--- config.mk ---
export PLATFORM = sky130hd
export DESIGN_NAME = heap_sweep_coalescer
export DESIGN_NICKNAME = d
export VERILOG_FILES = /design/src/design/hsc_pkg.sv /design/src/design/heap_sweep_coalescer.sv /design/src/design/hsc_run.sv /design/src/design/hsc_lists.sv
export VERILOG_INCLUDE_DIRS = /design/src /design/src/design
export SDC_FILE = /design/constraint.sdc
export NUM_CORES = 2
export LEC_CHECK = 0
export BUFFER_PORTS_ARGS = -buffer_cell sky130_fd_sc_hd__buf_2
export CAP_MARGIN = 15
export CORE_ASPECT_RATIO = 0.7
export CORE_MARGIN = 4
export CORE_UTILIZATION = 56
export CTS_BUF_LIST = sky130_fd_sc_hd__clkbuf_4 sky130_fd_sc_hd__clkbuf_8
export CTS_CLUSTER_DIAMETER = 60
export CTS_CLUSTER_SIZE = 40
export DETAILED_ROUTE_END_ITERATION = 6
export PLACE_DENSITY = 0.83
export SLEW_MARGIN = 20
export SYNTH_ARGS = -nofsm -noshare
export SYNTH_HDL_FRONTEND = slang
export SYNTH_SLANG_ARGS = --single-unit
--- constraint.sdc ---
create_clock -name aclk -period 8.09 [get_ports aclk]
set_clock_uncertainty 0.05 [all_clocks]
set_input_delay 0.4045 -clock aclk [delete_from_list [all_inputs] [get_ports aclk]]
set_output_delay 0.4045 -clock aclk [all_outputs]
set_load 0.02 [all_outputs]
--- src/design/heap_sweep_coalescer_defines.svh ---
// ----------------------------------------------------------------------------
// heap sweep coalescer assertion macros
// shared concurrent assertion forms, clocked on aclk, off during reset
// ----------------------------------------------------------------------------
`ifndef HEAP_SWEEP_COALESCER_DEFINES_SVH
`define HEAP_SWEEP_COALESCER_DEFINES_SVH

// same-cycle implication
`define HSC_ASSERT_NOW(label, ante, cons, msg) \
    label: assert property (@(posedge aclk) disable iff (!aresetn) (ante) |-> (cons)) \
        else $error(msg);

// next-cycle implication
`define HSC_ASSERT_NEXT(label, ante, cons, msg) \
    label: assert property (@(posedge aclk) disable iff (!aresetn) (ante) |=> (cons)) \
        else $error(msg);

`endif

--- src/design/hsc_pkg.sv ---
`default_nettype none
// ----------------------------------------------------------------------------
// hsc_pkg
// shared types, constants and helpers of the heap sweep coalescer
// ----------------------------------------------------------------------------
package hsc_pkg;

    localparam int DEF_ADDR_BITS   = 32;
    localparam int DEF_NUM_CLASSES = 8;
    localparam int WORD_W          = 32;
    localparam int CLASS_W         = 3;

    typedef enum logic [1:0] {
        ACT_KEEP  = 2'd0,
        ACT_MERGE = 2'd1,
        ACT_NEW   = 2'd2
    } action_t;

    // free run closed by this word
    typedef struct packed {
        logic              valid;
        logic [WORD_W-1:0] words;
    } close_t;

    // list push result
    typedef struct packed {
        logic               link_valid;
        logic [CLASS_W-1:0] block_class;
        logic               was_empty;
    } push_t;

    typedef struct packed {
        logic [WORD_W-1:0] freed_objects;
        logic [WORD_W-1:0] freed_words;
        logic [WORD_W-1:0] kept_objects;
        logic [WORD_W-1:0] kept_words;
    } counts_t;

    function automatic logic [WORD_W-1:0] sat_add(input logic [WORD_W-1:0] a,
                                                  input logic [WORD_W-1:0] b);
        logic [WORD_W:0] s;
        s = {1'b0, a} + {1'b0, b};
        return s[WORD_W] ? {WORD_W{1'b1}} : s[WORD_W-1:0];
    endfunction

    function automatic logic [WORD_W:0] class_min(input int unsigned i);
        logic [WORD_W:0] m;
        if (i == 0) begin
            m = (WORD_W+1)'(2);
        end else if (i == 1) begin
            m = (WORD_W+1)'(3);
        end else begin
            m = (WORD_W+1)'(1) << i;
        end
        return m;
    endfunction

endpackage
`default_nettype wire

--- src/design/heap_sweep_coalescer.sv ---
`default_nettype none
// ----------------------------------------------------------------------------
// heap_sweep_coalescer
// Sweep stage of a mark-sweep heap. Object headers come in one word per
// cycle in address order; marked objects are kept, unmarked and free ones
// merge into a run, and each closed run of two or more words is pushed onto
// one of the size class free lists with the old head as its next link. The
// block takes one word every cycle unless a held result stalls it; each
// word goes into the input register, then its result into the result
// register, with run merge, class select and list head update done between them.
// ----------------------------------------------------------------------------
`include "heap_sweep_coalescer_defines.svh"

module heap_sweep_coalescer
    import hsc_pkg::*;
#(
    parameter int ADDR_BITS   = DEF_ADDR_BITS,
    parameter int NUM_CLASSES = DEF_NUM_CLASSES
) (
    input  wire logic                aclk,
    input  wire logic                aresetn,

    input  wire logic                s_valid,
    output logic                     s_ready,
    input  wire logic                s_start_of_sweep,
    input  wire logic [WORD_W-1:0]   s_obj_addr,
    input  wire logic [WORD_W-1:0]   s_obj_size,
    input  wire logic                s_is_free,
    input  wire logic                s_is_marked,
    input  wire logic                s_last_in_arena,

    output logic                     m_valid,
    input  wire logic                m_ready,
    output logic [1:0]               m_obj_action,
    output logic                     m_link_valid,
    output logic [WORD_W-1:0]        m_block_addr,
    output logic [WORD_W-1:0]        m_block_size,
    output logic [CLASS_W-1:0]       m_block_class,
    output logic [WORD_W-1:0]        m_block_next,
    output logic                     m_list_was_empty,
    output logic [WORD_W-1:0]        m_freed_objects,
    output logic [WORD_W-1:0]        m_freed_words,
    output logic [WORD_W-1:0]        m_kept_objects,
    output logic [WORD_W-1:0]        m_kept_words
);

    // input register
    logic              in_valid_reg;
    logic              in_start_reg;
    logic [WORD_W-1:0] in_addr_reg;
    logic [WORD_W-1:0] in_size_reg;
    logic              in_free_reg;
    logic              in_marked_reg;
    logic              in_last_reg;

    // result register
    logic              m_valid_reg;
    logic [1:0]        m_action_reg;
    logic              m_link_reg;
    logic [WORD_W-1:0] m_baddr_reg;
    logic [WORD_W-1:0] m_bsize_reg;
    logic [CLASS_W-1:0] m_bclass_reg;
    logic [WORD_W-1:0] m_bnext_reg;
    logic              m_empty_reg;
    counts_t           m_counts_reg;

    logic                 adv;
    logic                 s_take;
    logic [ADDR_BITS+WORD_W-1:0] addr_wide;
    logic [ADDR_BITS-1:0] addr_m;
    action_t              action;
    close_t               close;
    logic [ADDR_BITS-1:0] close_addr;
    counts_t              counts;
    push_t                push;
    logic [ADDR_BITS-1:0] next_addr;
    logic [ADDR_BITS+WORD_W-1:0] close_addr_wide;
    logic [ADDR_BITS+WORD_W-1:0] next_addr_wide;

    assign adv     = in_valid_reg && (!m_valid_reg || m_ready);
    assign s_ready = !in_valid_reg || adv;
    assign s_take  = s_valid && s_ready;

    assign addr_wide       = {{ADDR_BITS{1'b0}}, in_addr_reg};
    assign addr_m          = addr_wide[ADDR_BITS-1:0];
    assign close_addr_wide = {{WORD_W{1'b0}}, close_addr};
    assign next_addr_wide  = {{WORD_W{1'b0}}, next_addr};

    hsc_run #(
        .ADDR_BITS (ADDR_BITS)
    ) u_run (
        .aclk       (aclk),
        .aresetn    (aresetn),
        .adv        (adv),
        .start      (in_start_reg),
        .addr       (addr_m),
        .size       (in_size_reg),
        .is_free    (in_free_reg),
        .is_marked  (in_marked_reg),
        .last       (in_last_reg),
        .action     (action),
        .close      (close),
        .close_addr (close_addr),
        .counts     (counts)
    );

    hsc_lists #(
        .ADDR_BITS   (ADDR_BITS),
        .NUM_CLASSES (NUM_CLASSES)
    ) u_lists (
        .aclk       (aclk),
        .aresetn    (aresetn),
        .adv        (adv),
        .start      (in_start_reg),
        .close      (close),
        .close_addr (close_addr),
        .push       (push),
        .next_addr  (next_addr)
    );

    always_ff @(posedge aclk) begin
        if (!aresetn) begin
            in_valid_reg <= 1'b0;
        end else if (s_take) begin
            in_valid_reg <= 1'b1;
        end else if (adv) begin
            in_valid_reg <= 1'b0;
        end
    end

    always_ff @(posedge aclk) begin
        if (s_take) begin
            in_start_reg  <= s_start_of_sweep;
            in_addr_reg   <= s_obj_addr;
            in_size_reg   <= s_obj_size;
            in_free_reg   <= s_is_free;
            in_marked_reg <= s_is_marked;
            in_last_reg   <= s_last_in_arena;
        end
    end

    always_ff @(posedge aclk) begin
        if (!aresetn) begin
            m_valid_reg <= 1'b0;
        end else if (adv) begin
            m_valid_reg <= 1'b1;
        end else if (m_ready) begin
            m_valid_reg <= 1'b0;
        end
    end

    always_ff @(posedge aclk) begin
        if (adv) begin
            m_action_reg <= action;
            m_link_reg   <= push.link_valid;
            m_baddr_reg  <= close.valid ? close_addr_wide[WORD_W-1:0] : '0;
            m_bsize_reg  <= close.valid ? close.words : '0;
            m_bclass_reg <= push.block_class;
            m_bnext_reg  <= next_addr_wide[WORD_W-1:0];
            m_empty_reg  <= push.was_empty;
            m_counts_reg <= counts;
        end
    end

    assign m_valid          = m_valid_reg;
    assign m_obj_action     = m_action_reg;
    assign m_link_valid     = m_link_reg;
    assign m_block_addr     = m_baddr_reg;
    assign m_block_size     = m_bsize_reg;
    assign m_block_class    = m_bclass_reg;
    assign m_block_next     = m_bnext_reg;
    assign m_list_was_empty = m_empty_reg;
    assign m_freed_objects  = m_counts_reg.freed_objects;
    assign m_freed_words    = m_counts_reg.freed_words;
    assign m_kept_objects   = m_counts_reg.kept_objects;
    assign m_kept_words     = m_counts_reg.kept_words;

    `HSC_ASSERT_NOW(a_ready_when_out_free, !m_valid_reg, s_ready,
        "input stalled with empty result register")
    `HSC_ASSERT_NEXT(a_adv_fills_result, adv, m_valid_reg,
        "advanced word produced no result")
    `HSC_ASSERT_NOW(a_push_min_size, m_valid_reg && m_link_reg, m_bsize_reg >= WORD_W'(2),
        "linked block shorter than two words")
    `HSC_ASSERT_NOW(a_empty_null_next, m_valid_reg && m_empty_reg,
        m_link_reg && m_bnext_reg == '0, "empty list push with non-null next")

endmodule
`default_nettype wire

--- src/design/hsc_run.sv ---
`default_nettype none
// ----------------------------------------------------------------------------
// hsc_run
// pending free run tracking and freed / kept counters
// ----------------------------------------------------------------------------
module hsc_run
    import hsc_pkg::*;
#(
    parameter int ADDR_BITS = DEF_ADDR_BITS
) (
    input  wire logic                 aclk,
    input  wire logic                 aresetn,
    input  wire logic                 adv,
    input  wire logic                 start,
    input  wire logic [ADDR_BITS-1:0] addr,
    input  wire logic [WORD_W-1:0]    size,
    input  wire logic                 is_free,
    input  wire logic                 is_marked,
    input  wire logic                 last,
    output action_t                   action,
    output close_t                    close,
    output logic [ADDR_BITS-1:0]      close_addr,
    output counts_t                   counts
);

    logic                 run_open_reg, run_open_next;
    logic [ADDR_BITS-1:0] run_start_reg, run_start_next;
    logic [WORD_W-1:0]    run_words_reg, run_words_next;
    counts_t              counts_reg;

    logic                 ro;
    logic [ADDR_BITS-1:0] rs;
    logic [WORD_W-1:0]    rw;
    counts_t              cur;
    logic                 add;
    logic [WORD_W-1:0]    w;
    logic [ADDR_BITS-1:0] sa;

    always_comb begin
        ro  = start ? 1'b0 : run_open_reg;
        rs  = start ? '0 : run_start_reg;
        rw  = start ? '0 : run_words_reg;
        cur = start ? '0 : counts_reg;
        add = is_free || !is_marked;

        if (ro) begin
            w  = sat_add(rw, size);
            sa = rs;
        end else begin
            w  = size;
            sa = addr;
        end

        if (!add) begin
            action = ACT_KEEP;
        end else if (ro) begin
            action = ACT_MERGE;
        end else begin
            action = ACT_NEW;
        end

        // marked object closes the old run, end of arena closes the run holding this word
        if (add) begin
            close.valid = last && (w >= WORD_W'(2));
            close.words = w;
            close_addr  = sa;
        end else begin
            close.valid = ro && (rw >= WORD_W'(2));
            close.words = rw;
            close_addr  = rs;
        end

        if (add && !last) begin
            run_open_next  = 1'b1;
            run_start_next = sa;
            run_words_next = w;
        end else begin
            run_open_next  = 1'b0;
            run_start_next = '0;
            run_words_next = '0;
        end

        counts = cur;
        if (!is_free && !is_marked) begin
            counts.freed_objects = sat_add(cur.freed_objects, WORD_W'(1));
            counts.freed_words   = sat_add(cur.freed_words, size);
        end
        if (!is_free && is_marked) begin
            counts.kept_objects = sat_add(cur.kept_objects, WORD_W'(1));
            counts.kept_words   = sat_add(cur.kept_words, size);
        end
    end

    always_ff @(posedge aclk) begin
        if (!aresetn) begin
            run_open_reg  <= 1'b0;
            run_start_reg <= '0;
            run_words_reg <= '0;
            counts_reg    <= '0;
        end else if (adv) begin
            run_open_reg  <= run_open_next;
            run_start_reg <= run_start_next;
            run_words_reg <= run_words_next;
            counts_reg    <= counts;
        end
    end

endmodule
`default_nettype wire

--- src/design/hsc_lists.sv ---
`default_nettype none
// ----------------------------------------------------------------------------
// hsc_lists
// size class select and free list head registers
// ----------------------------------------------------------------------------
module hsc_lists
    import hsc_pkg::*;
#(
    parameter int ADDR_BITS   = DEF_ADDR_BITS,
    parameter int NUM_CLASSES = DEF_NUM_CLASSES
) (
    input  wire logic                 aclk,
    input  wire logic                 aresetn,
    input  wire logic                 adv,
    input  wire logic                 start,
    input  wire close_t               close,
    input  wire logic [ADDR_BITS-1:0] close_addr,
    output push_t                     push,
    output logic [ADDR_BITS-1:0]      next_addr
);

    localparam int CW = $clog2(NUM_CLASSES);

    logic [NUM_CLASSES-1:0] head_valid_reg, head_valid_next;
    logic [ADDR_BITS-1:0]   head_addr_reg [NUM_CLASSES];

    logic [CW-1:0]   cls;
    logic [CW+2:0]   cls_wide;
    logic            hv;

    always_comb begin
        cls = '0;
        for (int i = 0; i < NUM_CLASSES; i++) begin
            if ({1'b0, close.words} >= class_min(i)) begin
                cls = CW'(i);
            end
        end
        cls_wide = {3'b000, cls};

        hv = !start && head_valid_reg[cls];

        push.link_valid  = close.valid;
        push.block_class = close.valid ? cls_wide[CLASS_W-1:0] : '0;
        push.was_empty   = close.valid && !hv;
        next_addr        = (close.valid && hv) ? head_addr_reg[cls] : '0;

        head_valid_next = start ? '0 : head_valid_reg;
        if (close.valid) begin
            head_valid_next[cls] = 1'b1;
        end
    end

    always_ff @(posedge aclk) begin
        if (!aresetn) begin
            head_valid_reg <= '0;
        end else if (adv) begin
            head_valid_reg <= head_valid_next;
        end
    end

    always_ff @(posedge aclk) begin
        if (adv && close.valid) begin
            head_addr_reg[cls] <= close_addr;
        end
    end

endmodule
`default_nettype wire
* Yosys cells after proc, flatten, opt, wreduce, memory -nomap -nowiden
Memory sizes are Yosys's and may differ from the RTL's. A register that Yosys moved wholly into a read port is not among the register bits. Index checks and enable logic that the tools add are counted. W data, S select, Z words.
Operators by class: $add $sub $neg 5, $lt $le $gt $ge 11, multiplexer cells 38, bitwise gates (word level) 1, reduce and logical (&&, ||, !) cells 25
Operators by type and width (number):
- $mux W32 | 12
- $mux W128 | 1
- $mux W64 | 2
- $add A32 B32 Y33 | 3
- $ge A32 B2 Y1 const B | 3
- $add A32 B1 Y33 const B | 2
- $mux W33 | 1
- $ge A32 B3 Y1 const B | 1
- $ge A32 B4 Y1 const B | 1
- $ge A32 B5 Y1 const B | 1
- $ge A32 B6 Y1 const B | 1
- $ge A32 B7 Y1 const B | 1
- $ge A32 B8 Y1 const B | 1
- $mux W8 | 2
- $logic_and A1 B1 Y1 | 12
- $mux W3 | 4
- $mux W1 | 11
- $logic_not A1 Y1 | 8
- $or A8 B8 Y8 | 1
- $mux W2 | 3
- $lt A3 B4 Y1 const B | 1
- $reduce_bool A2 Y1 | 2
- $bmux W1 S3 | 1
- $demux W1 S3 | 1
- other kinds (2) | 4
Storage, ports and cells: flip-flop bits (word level) 470, memory bits (writable) 256, input bits 72, output and inout bits 233, memories kept 1
Memory list:
- u_lists.head_addr_reg | words 8, width 32, rd ports 1, clocked after Yosys merged registers in 1, write ports 1, RTL line hsc_lists.sv:25 | logic [ADDR_BITS-1:0] head_addr_reg [NUM_CLASSES];

* Depth between registers and ports, before layout
depth after elaboration 21, gate-level depth with buffers 24, mapped depth without buffers 18

* Hierarchy
A second synthesis with hierarchy kept.
Second synthesis, totals: cells, all modules 3131, area, all modules 36570.1 um2
Modules (own cells, without submodules):
- hsc_run | times used 1, cells each 2124, area an instance 16532.1 um2, seq. area each 3863.7 um2
- hsc_lists | times used 1, cells each 629, area an instance 10465.0 um2, seq. area each 7847.5 um2
- heap_sweep_coalescer | times used 1, cells each 378, area an instance 9572.9 um2, seq. area each 9018.6 um2

* Least setup slack after synthesis
Ideal clock, no wire load.
path type reg-to-reg, start register m_valid_reg (netlist: m_valid), end register m_baddr_reg[0] (netlist: m_block_addr[0]), enable pin, data arrival time 7.646 ns, data required time 7.354 ns, path slack -0.292 ns, stages on the path, launching flop included 7, buffers on the path 3, clock period less this slack 8.382 ns, path through dfxtp_1 nor2b_1 nand2b_1 clkbuf_1 inv_2 clkbuf_1 clkbuf_1
On the way: cells in the longest elaborated chain, start to end 3
Ends and longest elaborated chain:
- from (decl) | RTL line heap_sweep_coalescer.sv:57 | logic m_valid_reg;
- from (signal assigned) | RTL line heap_sweep_coalescer.sv:144 | m_valid_reg <= 1'b0;
- from (signal assigned) | RTL line heap_sweep_coalescer.sv:146 | m_valid_reg <= 1'b1;
- from (signal assigned) | RTL line heap_sweep_coalescer.sv:148 | m_valid_reg <= 1'b0;
- $logic_not A1 Y1 | RTL line heap_sweep_coalescer.sv:80 | assign adv = in_valid_reg && (!m_valid_reg || m_ready);
- $logic_or A1 B1 Y1 | RTL line heap_sweep_coalescer.sv:80
- $logic_and A1 B1 Y1 | RTL line heap_sweep_coalescer.sv:80
- via adv | RTL line heap_sweep_coalescer.sv:67 | logic adv;
- to (signal assigned) | RTL line heap_sweep_coalescer.sv:156 | m_baddr_reg <= close.valid ? close_addr_wide[WORD_W-1:0] : '0;
- to (decl) | RTL line heap_sweep_coalescer.sv:60 | logic [WORD_W-1:0] m_baddr_reg;
The timed path passes the listed nets, and every way through them passes these cells. A chain may end at the register's enable or synchronous reset.

* Worst setup path after layout
start register in_start_reg, end register m_bnext_reg[24] (netlist: m_block_next[24]), read port of u_lists.head_addr_reg (data pin)
On the way: cells in the longest elaborated chain, start to end 18, elaborated cells on any way between the ends 30
Ends and longest elaborated chain:
- from (decl) | RTL line heap_sweep_coalescer.sv:49 | logic in_start_reg;
- from (signal assigned) | RTL line heap_sweep_coalescer.sv:133 | in_start_reg <= s_start_of_sweep;
- $mux W32 | RTL line hsc_run.sv:42 | rw = start ? '0 : run_words_reg;
- $add A32 B32 Y33 | RTL line hsc_pkg.sv:42 | s = {1'b0, a} + {1'b0, b};
- $mux W32 | RTL line hsc_pkg.sv:43 | return s[WORD_W] ? {WORD_W{1'b1}} : s[WORD_W-1:0];
- $mux W32 | RTL line hsc_run.sv:46 | if (ro) begin
- $mux W33 | RTL line hsc_run.sv:63 | if (add) begin
- $ge A32 B2 Y1 | RTL line hsc_lists.sv:34 | if ({1'b0, close.words} >= class_min(i)) begin
- $mux W1 | RTL line hsc_lists.sv:34
- $mux W2 (2 in series) | RTL line hsc_lists.sv:34
- $mux W3 (4 in series) | RTL line hsc_lists.sv:34
- $bmux W1 S3 | RTL line hsc_lists.sv:40 | hv = !start && head_valid_reg[cls];
- $mux W1 (not written as such) | RTL line hsc_lists.sv:40
- $logic_and A1 B1 Y1 | RTL line hsc_lists.sv:40
- $logic_and A1 B1 Y1 | RTL line hsc_lists.sv:45 | next_addr = (close.valid && hv) ? head_addr_reg[cls] : '0;
- $logic_not A1 Y1 (no source line)
- to (decl) | RTL line heap_sweep_coalescer.sv:63 | logic [WORD_W-1:0] m_bnext_reg;
Several ways; a longest one is shown, not always the timed one. The select of a mux whose other input is x is not followed.

==> metrics.md <==
| Metric | Value |
|---|---|
| Syn Nets | approximately 3,500 |
| Hold path depth | 2 |
| Via/cell ratio | 6.26 |
| Post-synthesis sequential area ratio | 0.563 |
| Final Max Slew Viols | 0 |
| TNS Setup | 0 ns |
| Vias in the first global route | 26,400 |
| Min Tclk post-route | 7.40 ns |
| Worst slew pin tran | 1.16 ns |
| WS Path Type | flop to flop |
| Rel. slew slack | 0.226 |
| Gate Count Post-Synth | ~3,300 |
| Clock power frac | 0.273 |
| Antenna violations before repair | 0 |
| Routability cong. | 1.02 |
| DRC Markers | 0 |
| Largest net degree at the start of global routing | between 100 and 150 |
| Reg2reg setup slack | 0.69 ns |
| Final period util | 0.915 |
| Clock root buffer | clkbuf_8 |
| Number of flops mapped to enable cells by yosys | 555 |
| Max clock buf depth | 3 |
| CTS Sinks | 758 |
| Die Ht | ~220 um |
| Startpoint types | flop |
| Worst-path fanout max | 40 |
| Setup crit end | m_block_next[24]$_SDFFCE_PN0P_ |
| Total CTS buffers | 40 |
| Fin. Hold Viols | 0 |
| Sw Ratio | 0.283 |
| Internal | 5.26 mW |
| Reg2reg path depth | 18 |
| Cell area after synthesis | 36,800 um2 |
| Non-filler cells, final | 4,487 |
| Register bit total from synthesis | 758 |
| First-pass GRT wire length | 157 mm |
| Clk slew on worst S/H paths | around 0.18 ns |
| Max Cap Viol | 0 |
| Chip Width | 314 um |
| Library cells used by synthesis | 99 |
| Data required, critical path | roughly 8.5 ns |
| Crit path from | in_start_reg$_DFFE_PP_ |
| Router iterations before antenna repair | 6 |
| Row count | 78 |
| CP arrival | 7.80 ns |
| Setup violators final | 0 |
| Pwr Density | approximately 180 nW/um2 |
| Yosys warning count | 0 |
| Fin util | 0.630 |
| Boundary Pins | 305 |
| Port Buf Inserts | 304 |
| P_sw | 2.07 mW |
| Setup Buffers After CTS | 0 |
| Initial Util | 0.567 |
| Initial detailed-routing violation count | between 3,000 and 4,000 |
| Outcome | finished clean |
| Max reg flops | ~260 |
| Combinational power share | 0.127 |
| Max Fclk | 135 MHz |
| Routed Antenna Nets | 0 |
| Final Total Pwr | 7.33 mW |
| Avg Cell Area, Syn | 11.1 um2 |
| RR Startpoint | in_start_reg$_DFFE_PP_ |
| Vias | 28,100 |
| Drt total wl | 103 mm |
| FF-to-FF End | m_block_next[24]$_SDFFCE_PN0P_ |
| Placed insts | 4,341 |
| Largest area contributor in the netlist | edfxtp_1 |
| Share of cells above drive strength 1 | 0.147 |
| Leakage | 15.6 nW |
| Worst setup EP type | flop |
| Async S/R FF share, synth | 0 |
| Seq pwr share | 0.601 |
| Placed cell area | slightly below 40,000 um2 |
| CTS tree | yes |
| Top-count cell post-synth | edfxtp_1 |
| Post-synth top area share | 0.453 |
| RSZ-0062 raised after global routing | no |
| GRT Overall Usage | 0.286 |
| Post-Layout Inst Area | 40,900 um2 |
| Worst Hold Class | input port to flop |
| Core ar. | 64,900 um2 |
| Synth-to-Final Area Change | 11.0% |
| Detailed placer's ending HPWL | 68.2 mm |
| Maximum VDD drop | 0.169 mV |
| Synth Flop Type | edfxtp_1 |
| Die area | around 70,000 um2 |
| List of most frequent post-synthesis cells | edfxtp_1 (555), nor2_1 (280), nand2_1 (274), nor2b_1 (225), dfxtp_1 (203) |
| Final net count | 3,745 |
| Dominant cells by area after synthesis | edfxtp_1 (45%), dfxtp_1 (11%), nor2b_1 (3.8%), ha_1 (3.3%), nor2_1 (2.9%) |
| H-tree depth | 2 |
| WL per Instance | 22.9 um |
| GR Overflow Total | 0 |
| Clock latency on the worst-skew pair | between 0.7 and 0.8 ns |
-- power by group through the flow --
stage | logic, mW | registers, mW | clock network [mW]
global route | 0.999 | 4.42 | 2.19
finish | 0.929 | 4.41 | 2.00
detailed placement | 0.881 | 4.49 | 0
global placement | 0.869 | 4.48 | 0
floorplan | 0.534 | 4.54 | 0
CTS | 0.912 | 4.40 | 2.03
-- critical path: stages, from the launching register on --
cell and delay (ns):
edfxtp_1 0.81, buf_4 0.50, nor2b_1 0.15, ha_1 0.42, a21oi_1 0.23, o21ai_1 0.16
a22oi_1 0.24, nor3b_2 0.82, nand2_4 0.35, o32a_1 0.52, nor4b_2 0.34, o211ai_1 0.19
a21oi_4 0.21, buf_4 0.47, nand4b_4 0.14, buf_4 0.36, o221ai_4 0.63, buf_4 0.40
nor3_1 0.11
-- layout by cell type (no fill, tap or decap), types with 32 or more instances in the layout --
| cell | instances |
|---|---|
| a21boi_0 | 41 |
| a21o_1 | 55 |
| a21oi_1 | 165 |
| a22o_1 | 32 |
| a22oi_1 | 56 |
| and3_1 | 55 |
| buf_2 | 303 |
| buf_4 | 49 |
| clkbuf_8 | 41 |
| dfxtp_1 | 203 |
| dlygate4sd3_1 | 71 |
| edfxtp_1 | 555 |
| ha_1 | 96 |
| inv_1 | 41 |
| mux2i_1 | 87 |
| nand2_1 | 274 |
| nand3_1 | 112 |
| nor2_1 | 270 |
| nor2b_1 | 223 |
| nor3_1 | 62 |
| nor3b_1 | 36 |
| o211a_1 | 49 |
| o21ai_0 | 90 |
| o221ai_1 | 35 |
| xnor2_1 | 76 |
| xor2_1 | 51 |
-- worst min path at each step --
stage,startpoint,endpoint
after floorplan,u_run.counts_reg[12]$_SDFFE_PN0P_,u_run.counts_reg[12]$_SDFFE_PN0P_
after global placement,u_run.counts_reg[12]$_SDFFE_PN0P_,u_run.counts_reg[12]$_SDFFE_PN0P_
after detailed placement,u_run.counts_reg[92]$_SDFFE_PN0P_,u_run.counts_reg[92]$_SDFFE_PN0P_
after CTS,aresetn,u_run.counts_reg[92]$_SDFFE_PN0P_
after global routing,aresetn,u_run.counts_reg[92]$_SDFFE_PN0P_
final,aresetn,u_run.counts_reg[101]$_SDFFE_PN0P_
-- area by class of cell --
| class | instances | area (um2) |
|---|---|---|
| fillers | 4938 | 24000 |
| flip-flops and latches | 758 | 20700 |
| multi-input cells | 2304 | 15200 |
| repair buffers | 426 | 2640 |
| well taps | 880 | 1100 |
| clock buffers | 42 | 572 |
| clock inverters | 31 | 455 |
| inverters | 44 | 173 |
| diodes | 2 | 5.00 |
-- kinds of logic after synthesis --
group                    Yosys count  synth area share
multiplexers                      92            0.0253
flip-flops                       758             0.563
buffers and inverters            244            0.0268
adder cells (fa/ha/maj)          101            0.0348
AO/OA/AOI/OAI                    776             0.153
AND/OR/NAND/NOR                 1208             0.166
XOR/XNOR                         127            0.0302
-- through the flow --
| stage | hold slack (ns) | setup WS, ns |
|---|---|---|
| 3_3_place_gp | 0.397 | 1.10 |
| 3_5_place_dp | 0.403 | 0.865 |
| 6_report | 0.135 | 0.688 |
| 4_1_cts | 0.0989 | 0.844 |
| 2_1_floorplan | 0.386 | 0.858 |
| 5_1_grt | 0.120 | 0.391 |
-- routing by layer --
layer  global-route usage  routed length [um]  vias to the layer above
met4                0.103                3770                        0
met2                0.421               44400                     1640
li1                     -                   -                    12800
met3               0.0636               11300                      201
met1                0.419               43200                    13500
met5                    0                   0                        -
-- timing repair --
action                                 in CTS  in global routing
hold buffers                               71                  0
gates resized for setup                     0                  0
endpoints found under the hold margin      70                  0
(Power assumes the default switching activity.)
